### config.mk
export PLATFORM = sky130hd
export DESIGN_NAME = keyed_decimal_max_scanner
export DESIGN_NICKNAME = d
export VERILOG_FILES = /design/src/kdms_pkg.sv /design/src/keyed_decimal_max_scanner.sv
export SDC_FILE = /design/constraint.sdc
export NUM_CORES = 1
export LEC_CHECK = 0
export BUFFER_PORTS_ARGS = -buffer_cell sky130_fd_sc_hd__buf_2
export CORE_MARGIN = 2
export CORE_UTILIZATION = 60
export DETAILED_ROUTE_END_ITERATION = 8
export GPL_TIMING_DRIVEN = 0
export PLACE_DENSITY = 0.75
export SLEW_MARGIN = 30
export SYNTH_ARGS = -nofsm -noshare
export SYNTH_HDL_FRONTEND = slang
export SYNTH_SLANG_ARGS = --single-unit
export TNS_END_PERCENT = 50
### constraint.sdc
create_clock -name clock -period 9.85 [get_ports clock]
set_input_delay 1.4775 -clock clock [delete_from_list [all_inputs] [get_ports clock]]
set_output_delay 1.4775 -clock clock [all_outputs]
set_load 0.01 [all_outputs]
### src/kdms_pkg.sv
`timescale 1ns / 1ps

package kdms_pkg;

   localparam int unsigned StageWidth = 3;
   localparam int unsigned ValueWidth = 63;
   localparam int unsigned AccWidth   = 64;

   typedef logic [StageWidth-1:0] stage_type;

   // token is: quote s e q quote colon
   localparam logic [7:0] CH_QUOTE = 8'h22;
   localparam logic [7:0] CH_S     = 8'h73;
   localparam logic [7:0] CH_E     = 8'h65;
   localparam logic [7:0] CH_Q     = 8'h71;
   localparam logic [7:0] CH_COLON = 8'h3A;
   localparam logic [7:0] CH_ZERO  = 8'h30;
   localparam logic [7:0] CH_NINE  = 8'h39;

   localparam stage_type STAGE_IDLE   = 3'd0;
   localparam stage_type STAGE_QUOTE  = 3'd1;
   localparam stage_type STAGE_S      = 3'd2;
   localparam stage_type STAGE_E      = 3'd3;
   localparam stage_type STAGE_Q      = 3'd4;
   localparam stage_type STAGE_QUOTE2 = 3'd5;
   localparam stage_type STAGE_DIGITS = 3'd6;

   // One step of the token matcher with naive-search fallback.
   function automatic stage_type match_next(input stage_type stage, input logic [7:0] b);
      stage_type s;
      logic [7:0] want;
      stage_type result;
      s = (stage < STAGE_DIGITS) ? stage : STAGE_IDLE;
      case (s)
         STAGE_IDLE:   want = CH_QUOTE;
         STAGE_QUOTE:  want = CH_S;
         STAGE_S:      want = CH_E;
         STAGE_E:      want = CH_Q;
         STAGE_Q:      want = CH_QUOTE;
         STAGE_QUOTE2: want = CH_COLON;
         default:      want = CH_QUOTE;
      endcase
      if (b == want) begin
         result = s + 3'd1;
      end else if (s == STAGE_QUOTE2 && b == CH_S) begin
         // trailing quote of the partial match restarts the token
         result = STAGE_S;
      end else if (b == CH_QUOTE) begin
         result = STAGE_QUOTE;
      end else begin
         result = STAGE_IDLE;
      end
      return result;
   endfunction

endpackage

### src/keyed_decimal_max_scanner.sv
`timescale 1ns / 1ps

// Scans a byte stream for the token "seq": and keeps the largest decimal
// value (bit 63 clear) that follows such a token.
//
// req channel: one stream byte per beat; req_tlast marks the final byte.
// rsp channel: one beat per stream, issued after the final byte:
//    rsp_tuser = found, rsp_tdata[62:0] = highest value (0 if none found).
//
// Throughput: one byte per cycle while req_tready is high; the matcher step
// and the times-ten add run combinationally between the scan registers.
// Result path: the final byte loads the closing stage, which closes the last
// digit run and compares it with the best value; the output register loads
// that result once it is free.
// A new stream may start in the cycle after the final byte.
// Reset clears the scanner and drops any pending result.
// If the receiver stalls, one finished result waits in the output register
// and a second in the closing stage; once both are full req_tready drops
// for every byte until the output register drains.
module keyed_decimal_max_scanner
   import kdms_pkg::*;
(
   input  logic        clock,
   input  logic        reset,
   input  logic        req_tvalid,
   output logic        req_tready,
   input  logic [7:0]  req_tdata,   // [7:0] data_byte
   input  logic        req_tlast,   // end_of_stream
   output logic        rsp_tvalid,
   input  logic        rsp_tready,
   output logic [63:0] rsp_tdata,   // [62:0] highest_value, [63] zero
   output logic        rsp_tuser    // found
);

   stage_type                 stage_ff, stage_in;
   logic [AccWidth-1:0]       acc_ff, acc_in;
   logic                      seen_ff, seen_in;
   logic [ValueWidth-1:0]     best_ff, best_in;
   logic                      bvalid_ff, bvalid_in;

   logic                      fin_valid_ff, fin_valid_in;
   logic [AccWidth-1:0]       fin_acc_ff, fin_acc_in;
   logic                      fin_seen_ff, fin_seen_in;
   logic [ValueWidth-1:0]     fin_best_ff, fin_best_in;
   logic                      fin_bvalid_ff, fin_bvalid_in;

   logic                      rsp_valid_ff, rsp_valid_in;
   logic [ValueWidth-1:0]     rsp_value_ff, rsp_value_in;
   logic                      rsp_found_ff, rsp_found_in;

   logic                      accept;
   logic                      rsp_free;
   logic                      fin_move;
   logic                      is_digit;
   logic [AccWidth-1:0]       acc_ten;
   logic                      run_counts;
   logic                      fin_counts;
   logic                      in_digits;

   assign rsp_free   = !rsp_valid_ff || rsp_tready;
   assign fin_move   = fin_valid_ff && rsp_free;
   assign req_tready = !fin_valid_ff || rsp_free;
   assign accept     = req_tvalid && req_tready;
   assign in_digits  = (stage_ff == STAGE_DIGITS);

   always_comb begin
      is_digit = 1'b0;
      if (req_tdata inside {[CH_ZERO:CH_NINE]}) begin
         is_digit = 1'b1;
      end
   end

   // acc * 10 + digit, wrapping at 64 bits
   assign acc_ten = {acc_ff[AccWidth-4:0], 3'b000} + {acc_ff[AccWidth-2:0], 1'b0}
                    + {{(AccWidth-4){1'b0}}, req_tdata[3:0]};

   assign run_counts = seen_ff && !acc_ff[AccWidth-1]
                       && (!bvalid_ff || (acc_ff[ValueWidth-1:0] > best_ff));

   always_comb begin
      stage_in      = stage_ff;
      acc_in        = acc_ff;
      seen_in       = seen_ff;
      best_in       = best_ff;
      bvalid_in     = bvalid_ff;
      fin_acc_in    = fin_acc_ff;
      fin_seen_in   = fin_seen_ff;
      fin_best_in   = fin_best_ff;
      fin_bvalid_in = fin_bvalid_ff;
      if (accept) begin
         if (req_tlast) begin
            // hand the open run and the best so far to the closing stage
            fin_acc_in    = (in_digits && is_digit) ? acc_ten : acc_ff;
            fin_seen_in   = in_digits && (is_digit || seen_ff);
            fin_best_in   = best_ff;
            fin_bvalid_in = bvalid_ff;
            stage_in      = STAGE_IDLE;
            acc_in        = '0;
            seen_in       = 1'b0;
            best_in       = '0;
            bvalid_in     = 1'b0;
         end else if (in_digits) begin
            if (is_digit) begin
               acc_in  = acc_ten;
               seen_in = 1'b1;
            end else begin
               if (run_counts) begin
                  best_in   = acc_ff[ValueWidth-1:0];
                  bvalid_in = 1'b1;
               end
               acc_in   = '0;
               seen_in  = 1'b0;
               stage_in = match_next(STAGE_IDLE, req_tdata);
            end
         end else begin
            stage_in = match_next(stage_ff, req_tdata);
            if (stage_in == STAGE_DIGITS) begin
               acc_in  = '0;
               seen_in = 1'b0;
            end
         end
      end
   end

   assign fin_counts = fin_seen_ff && !fin_acc_ff[AccWidth-1]
                       && (!fin_bvalid_ff || (fin_acc_ff[ValueWidth-1:0] > fin_best_ff));

   always_comb begin
      fin_valid_in = fin_valid_ff && !rsp_free;
      if (accept && req_tlast) begin
         fin_valid_in = 1'b1;
      end
      rsp_valid_in = rsp_valid_ff && !rsp_tready;
      rsp_value_in = rsp_value_ff;
      rsp_found_in = rsp_found_ff;
      if (fin_move) begin
         rsp_valid_in = 1'b1;
         rsp_found_in = fin_counts || fin_bvalid_ff;
         if (fin_counts) begin
            rsp_value_in = fin_acc_ff[ValueWidth-1:0];
         end else if (fin_bvalid_ff) begin
            rsp_value_in = fin_best_ff;
         end else begin
            rsp_value_in = '0;
         end
      end
   end

   always_ff @(posedge clock) begin
      if (reset) begin
         stage_ff     <= STAGE_IDLE;
         acc_ff       <= '0;
         seen_ff      <= 1'b0;
         best_ff      <= '0;
         bvalid_ff    <= 1'b0;
         fin_valid_ff <= 1'b0;
         rsp_valid_ff <= 1'b0;
      end else begin
         stage_ff     <= stage_in;
         acc_ff       <= acc_in;
         seen_ff      <= seen_in;
         best_ff      <= best_in;
         bvalid_ff    <= bvalid_in;
         fin_valid_ff <= fin_valid_in;
         rsp_valid_ff <= rsp_valid_in;
      end
   end

   always_ff @(posedge clock) begin
      fin_acc_ff    <= fin_acc_in;
      fin_seen_ff   <= fin_seen_in;
      fin_best_ff   <= fin_best_in;
      fin_bvalid_ff <= fin_bvalid_in;
      rsp_value_ff  <= rsp_value_in;
      rsp_found_ff  <= rsp_found_in;
   end

   assign rsp_tvalid = rsp_valid_ff;
   assign rsp_tdata  = {1'b0, rsp_value_ff};
   assign rsp_tuser  = rsp_found_ff;

   a_empty_when_not_found: assert property (@(posedge clock) disable iff (reset)
      rsp_tvalid && !rsp_tuser |-> rsp_tdata == '0)
      else $error("result without found flag carries a nonzero value");

   a_stream_restart: assert property (@(posedge clock) disable iff (reset)
      accept && req_tlast |=> stage_ff == STAGE_IDLE && !bvalid_ff && !seen_ff)
      else $error("scanner state not cleared after final byte");

   a_pending_held: assert property (@(posedge clock) disable iff (reset)
      fin_valid_ff && !rsp_free |=> fin_valid_ff)
      else $error("pending result lost while output stalled");

   a_stage_range: assert property (@(posedge clock) disable iff (reset)
      stage_ff <= STAGE_DIGITS)
      else $error("match stage out of range");

   a_best_top_clear: assert property (@(posedge clock) disable iff (reset)
      !bvalid_ff |-> best_ff == '0)
      else $error("best value set without a valid flag");

endmodule

After elaboration in Yosys (flattened, before gate mapping)
Index checks and enable logic that the tools add are counted.
{"block": "classes", "add_sub_neg": 3, "n_lt_le_gt_ge": 5, "eq_ne": 12, "mux": 41, "n_reduce_logical": 34}
{"operator": "63-bit two-way mux", "n": 6}
{"operator": "64-bit two-way mux", "n": 5}
{"operator": "63-bit greater-than comparator", "n": 2}
{"operator": "64-bit by 4-bit adder with 64-bit output", "n": 1}
{"operator": "64-bit adder", "n": 1}
{"operator": "8-bit two-way mux", "n": 7}
{"operator": "7-bit one-hot mux with 4 select lines", "n": 1}
{"operator": "3-bit two-way mux", "n": 9}
{"operator": "8-bit == test", "n": 2}
{"operator": "1-bit logical AND", "n": 13}
{"operator": "1-bit two-way mux", "n": 13}
{"operator": "3-bit == test (second input constant)", "n": 3}
{"operator": "8-bit by 6-bit == test with 1-bit output (second input constant)", "n": 1}
{"operator": "8-bit by 7-bit == test with 1-bit output (second input constant)", "n": 1}
{"operator": "8-bit by 6-bit >= comparator with 1-bit output (second input constant)", "n": 1}
{"operator": "8-bit by 6-bit <= comparator with 1-bit output (second input constant)", "n": 1}
{"operator": "1-bit zero test", "n": 8}
{"operator": "3-bit by 2-bit == test with 1-bit output (second input constant)", "n": 2}
{"operator": "1-bit logical OR", "n": 6}
{"operator": "2-bit AND reduction", "n": 3}
{"operator": "4-bit AND reduction", "n": 1}
{"operator": "2-bit nonzero test", "n": 2}
{"operator": "3-bit by 1-bit adder with 3-bit output (second input constant)", "n": 1}
{"operator": "3-bit by 1-bit == test with 1-bit output (second input constant)", "n": 1}
{"operator": "4 further kinds", "n": 4}
{"block": "word_totals", "reg_bits": 327, "inputBits": 13, "out_inout_bits": 67, "elab_cells": 108}

Longest topological paths before layout
Gate-level depths: netlist of the first run.
{"block": "depth", "word_depth": 16, "mapped_depth": 14, "depth_no_buf": 13}

Worst setup path before layout of the first run
OpenSTA, ideal clock, no wires.
{"block": "synth_timing", "path_kind": "input to register", "from": "input rsp_tready", "to": "register best_ff[10]", "setup_ns": 0.126, "arrival_ns": 5.668, "required_ns": 9.724, "path_slack_ns": 4.056, "stages": 10, "path_buffers": 2, "path_cell_list": "nor2b_1 nand2_1 and2_1 clkbuf_1 nand2_1 inv_1 nor2_1 clkbuf_1 nand2_1 mux2i_1"}
{"block": "synth_between", "elab_chain_len": 4}
{"element": "start, declared", "line_no": "keyed_decimal_max_scanner.sv:30", "text": "input logic rsp_tready,"}
{"element": "1-bit logical OR", "line_no": "keyed_decimal_max_scanner.sv:60", "text": "assign rsp_free = !rsp_valid_ff || rsp_tready;"}
{"element": "1-bit logical OR", "line_no": "keyed_decimal_max_scanner.sv:62", "text": "assign req_tready = !fin_valid_ff || rsp_free;"}
{"element": "named net req_tready", "line_no": "keyed_decimal_max_scanner.sv:26", "text": "output logic req_tready,"}
{"element": "1-bit logical AND", "line_no": "keyed_decimal_max_scanner.sv:63", "text": "assign accept = req_tvalid && req_tready;"}
{"element": "4-bit AND reduction (no line)"}
{"element": "end signal, assigned", "line_no": "keyed_decimal_max_scanner.sv:162", "text": "best_ff <= best_in;"}
{"element": "end, declared", "line_no": "keyed_decimal_max_scanner.sv:38", "text": "logic [ValueWidth-1:0] best_ff, best_in;"}
The timed path passes the listed nets, and every way through them passes these cells.
A chain may end at the register's enable or synchronous reset.

Worst setup path in the final report of the first run
{"block": "layout_timing", "from": "input req_tdata[3]", "to": "register fin_acc_ff[50] (data pin)"}
{"block": "layout_between", "elab_chain_len": 5, "elab_cells_between_ends": 7, "cone_classes": "add/sub: 1; order compare: 2; mux: 2; reduce/logical: 2"}
{"element": "start, declared", "line_no": "keyed_decimal_max_scanner.sv:27", "text": "input logic [7:0] req_tdata,"}
{"element": "parallel branches: the longest is 4 deep, another holds 64-bit by 4-bit adder with 64-bit output"}
{"element": "64-bit two-way mux *", "line_no": "keyed_decimal_max_scanner.sv:93", "text": "fin_acc_in = (in_digits && is_digit) ? acc_ten : acc_ff;"}
{"element": "end signal, assigned", "line_no": "keyed_decimal_max_scanner.sv:170", "text": "fin_acc_ff <= fin_acc_in;"}
{"element": "end, declared", "line_no": "keyed_decimal_max_scanner.sv:42", "text": "logic [AccWidth-1:0] fin_acc_ff, fin_acc_in;"}
Every way passes the cells marked *.

==> results of run 1 <==
-- worst max-delay path by stage --
stage | startpoint | endpoint | slack (ns) | depth (start not counted)
6_report | req_tdata[3] | fin_acc_ff[50] | 4.83 | 13
3_3_place_gp | rsp_tready | best_ff[59] | 1.39 | 11
4_1_cts | req_tdata[3] | fin_acc_ff[50] | 4.90 | 13
5_1_grt | req_tdata[3] | fin_acc_ff[50] | 4.63 | 13
3_5_place_dp | req_tdata[3] | fin_acc_ff[50] | 4.38 | 13
2_1_floorplan | rsp_tready | best_ff[10] | 4.06 | 10
-- report_power, final --
| group | total (mW) | leakage (nW) | switching, mW | internal, mW |
|---|---|---|---|---|
| combinational | 0.134 | 6.89 | 0.0899 | 0.0442 |
| sequential | 1.48 | 2.89 | 0.0117 | 1.47 |
| clock | 1.36 | 0.591 | 0.558 | 0.802 |
| total | 2.98 | 10.4 | 0.660 | 2.32 |
-- worst register-to-register path, cell delays in order, from the launching register on --
cell      delay, ns
edfxtp_1       0.38
ha_1           0.36
nand4_1        0.16
nor2_1         0.19
nand2_1        0.13
nor3_1         0.83
nand4_1        0.55
a31o_2         0.39
a211oi_1       0.23
clkbuf_2       0.48
buf_2          0.42
mux2i_1        0.30
-- cell type report --
class,instances,area [um2]
Fill cell,2645,10800
Clock inverter,18,148
Timing Repair Buffer,83,508
Sequential cell,327,8480
Inverter,217,822
Multi-Input combinational cell,1484,10900
Clock buffer,50,1050
Tap cell,448,561
Buffer,80,375
-- cells in the final DEF (no fill, tap or decap), types with 32 or more instances in the layout --
cell type,instances
nand4_1,48
mux2_2,42
ha_1,249
nand2_1,307
a21oi_1,128
edfxtp_1,193
a21o_1,46
xnor2_1,32
dfxtp_1,134
inv_1,216
o21ai_0,74
buf_2,98
clkbuf_1,56
clkbuf_16,39
nor2_1,94
mux2i_1,134
-- layer usage --
layer	vias up	share of wire (%)	track usage, %
li1	7760	-	-
met1	7516	45	38.7
met2	442	46	46.1
met3	89	6.1	4.75
met4	2	2.8	8.59
met5	-	0.026	0
-- stage by stage --
step / hold slack, ns / util [%] / total power, mW / setup slack (ns)
4_1_cts: 0.456 / 67.9 / 2.99 / 4.90
3_3_place_gp: 0.439 / 63.8 / 1.64 / 1.39
3_5_place_dp: 0.443 / 64.3 / 1.65 / 4.38
5_1_grt: 0.467 / 67.9 / 3.06 / 4.63
6_report: 0.454 / 67.9 / 2.98 / 4.83
2_1_floorplan: 0.430 / - / 1.60 / 4.06
-- logic make-up after synthesis --
family | Yosys count | synth area share, %
AOI/OAI and AO/OA | 425 | 13.6
xor gates and xnor gates | 57 | 2.43
adders and majority gates | 251 | 15.4
buffers and inverters | 297 | 5.79
DFF | 327 | 41.3
muxes | 176 | 8.85
other | 1 | 0.0183
and+or+nand+nor | 574 | 12.6
-- registers in the layout (all words and copies together) (netlist names), 3 cells and up --
signal / count
fin_best_ff: 63
best_ff: 63
acc_ff: 64
stage_ff: 3
rsp_value_ff: 63
fin_acc_ff: 64
==> impl_metrics.toml, run 1 <==
[yosys]
dominantRegCellSynth = "edfxtp_1"
synth_area_um2 = 20500
synthArstFlopShare_pct = 0
syn_inst = 2108
avgSynthCellArea_um2 = 9.73
synthTopCellsByArea = "edfxtp_1, ha_1, dfxtp_1"
yosysMostFrequentCell = "nand2_1"
synth_warnings = 0
synth-seq-area-share_pct = 41.3
ys_seq_elements = 327
yosys.area.top_type_share_pct = 28.3
synth_edf_count = 193
yosys-top-cells-count = "nand2_1, ha_1, inv_1"
syn-num-nets = 2372
netlist.top_cell.by_area = "edfxtp_1"
yosys.cell_types.count = 80

[clocking]
clock_latency_ns = 0.54
postCtsResizedCells = 0
hold_buffers = 0
cts_setup_buffers = 0
clockRootBuffer = "clkbuf_16"
clockBufferDepth = 3
cts.clk_slew.worst_paths_ns = 0.05
htreeDepth = 2
cts.sinks = 327
cts_inserted_buffers = 37
cts_tree = "done"

[critical_path]
worstPathMaxFanout = 4
crit-reg2reg-launch = "fin_acc_ff[62]"
crit_type = "in -> reg"
cp_top_family = "compound AO/OA/AOI/OAI gates"
start_kind = "input port"
required_ns = 10.13
crit_path_max_incr_delay_ns = 0.55
r2r_cells = 11
end_kind = "register"
r2r_slack_ns = 5.26
crit_path_top_delay_cell = "fa_1"
path_buf_inv = 2
r2r-end = "rsp_value_ff[56]"
cp_data_arrival_time_ns = 5.30
cp_cell_sequence = "buf_2, inv_1, fa_1, fa_1, nor2b_1, o2111ai_1, a21oi_1, o21ai_0, a21oi_1, a21boi_0, o221ai_1, xor2_1, mux2_2"

[detailed_routing]
routed_via_density = 5.84
wl_um = 50100
vias = 15800
wl_per_cell_um = 18.5
drc = 0
drtIter0Drc = 1156
postRouteAntennaNets = 0
firstDrtPassIters = 5

[timing]
slew_viol_final = 0
rsz0062_at_grt = "no"
fin_setup_tns_ns = 0
fin_crit_sh_pct = 50.9
finalHoldViolCount = 0
setup_viol = 0
fin_crit_ns = 5.02
max_freq_mhz = 199
skew_ns = 0.0149
max_slew_margin_pct = 32.3
tightest_slew_ns = 1.01

[global_routing]
grt_pass1_vias = 15400
gr-total-overflow = 0
antenna_found_initial = 1
grt_pass1_wl_um = 80100
track_usage_pct = 28.3
grt_max_degree = 90

[placed_design]
dpl_cell_area_um2 = 21600
hpwl_um = 38500
portBuffers = 78
routabilityCongestion = 0.921
dp_cells = 2639

[finish]
n_antenna_cell = 0
final_area_um2 = 22800
area_delta_synth_final_pct = 11.2
drive_gt1_share_pct = 10.8
stdcell_count = 2707
nets = 2494

[hold_path]
worstHoldPathType = "reg -> reg"
hold_start = "best_ff[49]"
hold_depth = 0
whs_endpoint = "fin_best_ff[49]"

[die]
core-area_um2 = 33600
start_util_pct = 61.0
chipHeight_um = 189
fp.dieW_um = 189
row_count = 67
dieArea_um2 = 35700
ioPinCount = 80

[power_and_ir_drop]
p_per_area_nw_per_um2 = 131
irDropWorstVdd_mv = 0.116
p_leak_nw = 10.4

[flow_run]
maxCapViolations = 0

[outcome]
status = "completed"
Power figures use the tool's default switching activity.
==> run 2: changes to the inputs <==
==> constraint.sdc (replaced) <==
create_clock -name clock -period 5 [get_ports clock]
set_input_delay 0.75 -clock clock [delete_from_list [all_inputs] [get_ports clock]]
set_output_delay 0.75 -clock clock [all_outputs]
set_load 0.01 [all_outputs]
==> run 2 against run 1 <==
Effect of this change:
- via count grew 0.10%
- design area is essentially flat
- utilization is essentially flat
- global-route usage grew 0.12 points
- clock power grew 93%
==> impl_metrics.toml, run 2 (same netlist as run 1, synthesis figures left out) <==
[outcome]
status = "completed"

[critical_path]
crit_type = "reg -> reg"
start_kind = "register"
cp_data_arrival_time_ns = 4.96
r2r_cells = 11
end_kind = "register"
worstPathMaxFanout = 10
required_ns = 5.36
r2r_slack_ns = 0.39
crit-reg2reg-launch = "fin_acc_ff[62]"
r2r-end = "rsp_value_ff[57]"

[power_and_ir_drop]
p_leak_nw = 10.4
irDropWorstVdd_mv = 0.254
p_per_area_nw_per_um2 = 255

[clocking]
hold_buffers = 0
cts_tree = "done"
cts_setup_buffers = 0
cts.clk_slew.worst_paths_ns = 0.06
postCtsResizedCells = 0
clockBufferDepth = 3
cts.sinks = 327
htreeDepth = 2
clockRootBuffer = "clkbuf_16"
cts_inserted_buffers = 36
clock_latency_ns = 0.52

[finish]
reg_top3 = "acc_ff x64, fin_acc_ff x64"
drive_gt1_share_pct = 10.8
area_delta_synth_final_pct = 11.2
stdcell_count = 2707
n_antenna_cell = 0
nets = 2496
final_common_cell = "nand2_1"
nFillCells = 2669
mostFrequentLayoutCells = "nand2_1, ha_1, inv_1, edfxtp_1"

[timing]
rsz0062_at_grt = "no"
max_freq_mhz = 217
fin_setup_tns_ns = 0
skew_ns = 0.0180
fin_crit_ns = 4.61
setup_viol = 0
tightest_slew_ns = 0.977
finalHoldViolCount = 0
slew_viol_final = 0
fin_crit_sh_pct = 92.2
max_slew_margin_pct = 34.8

[global_routing]
grt_pass1_vias = 15400
gr-max-usage-layer = "met2"
grtUsageMet1_pct = 40.0
met2_usage_pct = 46.3
gr-total-overflow = 0
grt_max_degree = 33
track_usage_pct = 28.4
antenna_found_initial = 0
grt_pass1_wl_um = 80700
use_met3_pct = 3.54

[placed_design]
dp_cells = 2642
routabilityCongestion = 0.918
portBuffers = 78
hpwl_um = 39000

[flow_run]
maxCapViolations = 0

[hold_path]
worstHoldPathType = "reg -> reg"
hold_start = "best_ff[1]"
whs_endpoint = "fin_best_ff[1]"
hold_depth = 0

[die]
core-area_um2 = 33600
start_util_pct = 61.0
dieArea_um2 = 35700
ioPinCount = 80
row_count = 67
chipHeight_um = 189
fp.dieW_um = 189

[detailed_routing]
drtIter0Drc = 947
routed_via_density = 5.85
drc = 0
firstDrtPassIters = 6
vias = 15800
wl_um = 50400
postRouteAntennaNets = 0
wl_per_cell_um = 18.6
==> run 2: cell count changes in the layout (fill, tap and decap cells not counted), moves of 2 or more <==
cell        delta
clkbuf_16      -2
clkinv_1       -5
clkbuf_1       +5
clkinvlp_4     +2
buf_12         +4
clkinv_2       -3
==> run 2: critical path, stage by stage (launching register included) <==
cell and delay, ns:
edfxtp_1 0.41, ha_1 0.37, nand4_1 0.18, nor2_1 0.22
nand2_1 0.13, nor3_1 0.80, nand4_1 0.54, a31o_2 0.38
a211oi_1 0.21, clkbuf_2 0.46, buf_2 0.42, mux2i_1 0.28
==> run 2: metrics by stage <==
stage	hold slack, ns	worst slack [ns]	utilization (%)	cell area, um2	power (mW)
2_1_floorplan	0.430	0.470	-	20500	3.14
3_3_place_gp	0.439	-1.70	63.9	21500	3.23
3_5_place_dp	0.439	0.352	64.5	21700	3.25
4_1_cts	0.454	0.433	67.9	22800	5.84
5_1_grt	0.468	0.321	67.9	22800	5.99
6_report	0.451	0.391	67.9	22800	5.81
==> run 2: where the power goes <==
group,internal (mW),leakage [nW],switching [mW]
Clock,1.54,0.559,1.08
Sequential,2.90,2.89,0.0229
Combinational,0.0912,6.91,0.180
==> run 2: worst max path at each step <==
| stage | startpoint | slack, ns | end |
|---|---|---|---|
| after global placement | rsp_tready | -1.70 | best_ff[61] |
| final | fin_acc_ff[62] | 0.39 | rsp_value_ff[57] |
| after global routing | fin_acc_ff[62] | 0.32 | rsp_value_ff[61] |
| after floorplan | rsp_tready | 0.47 | best_ff[10] |
| after CTS | fin_acc_ff[62] | 0.43 | rsp_value_ff[57] |
| after detailed placement | req_tdata[3] | 0.35 | fin_acc_ff[56] |
==> run 2: layout make-up <==
| type | instances | area (um2) | area share [%] |
|---|---|---|---|
| multi-input cells | 1484 | 10900 | 47.7 |
| flip-flops and latches | 327 | 8480 | 37.2 |
| clock buffers | 54 | 1030 | 4.51 |
| inverters | 217 | 818 | 3.59 |
| well taps | 448 | 561 | 2.46 |
| repair buffers | 86 | 558 | 2.45 |
| plain buffers | 80 | 375 | 1.65 |
| clock inverters | 11 | 121 | 0.532 |
==> run 2: layer usage <==
metal / vias up / share of wire (%)
met5: - / 0
met4: 0 / 2.5
met3: 90 / 5.3
met2: 436 / 46
met1: 7534 / 47
li1: 7765 / -
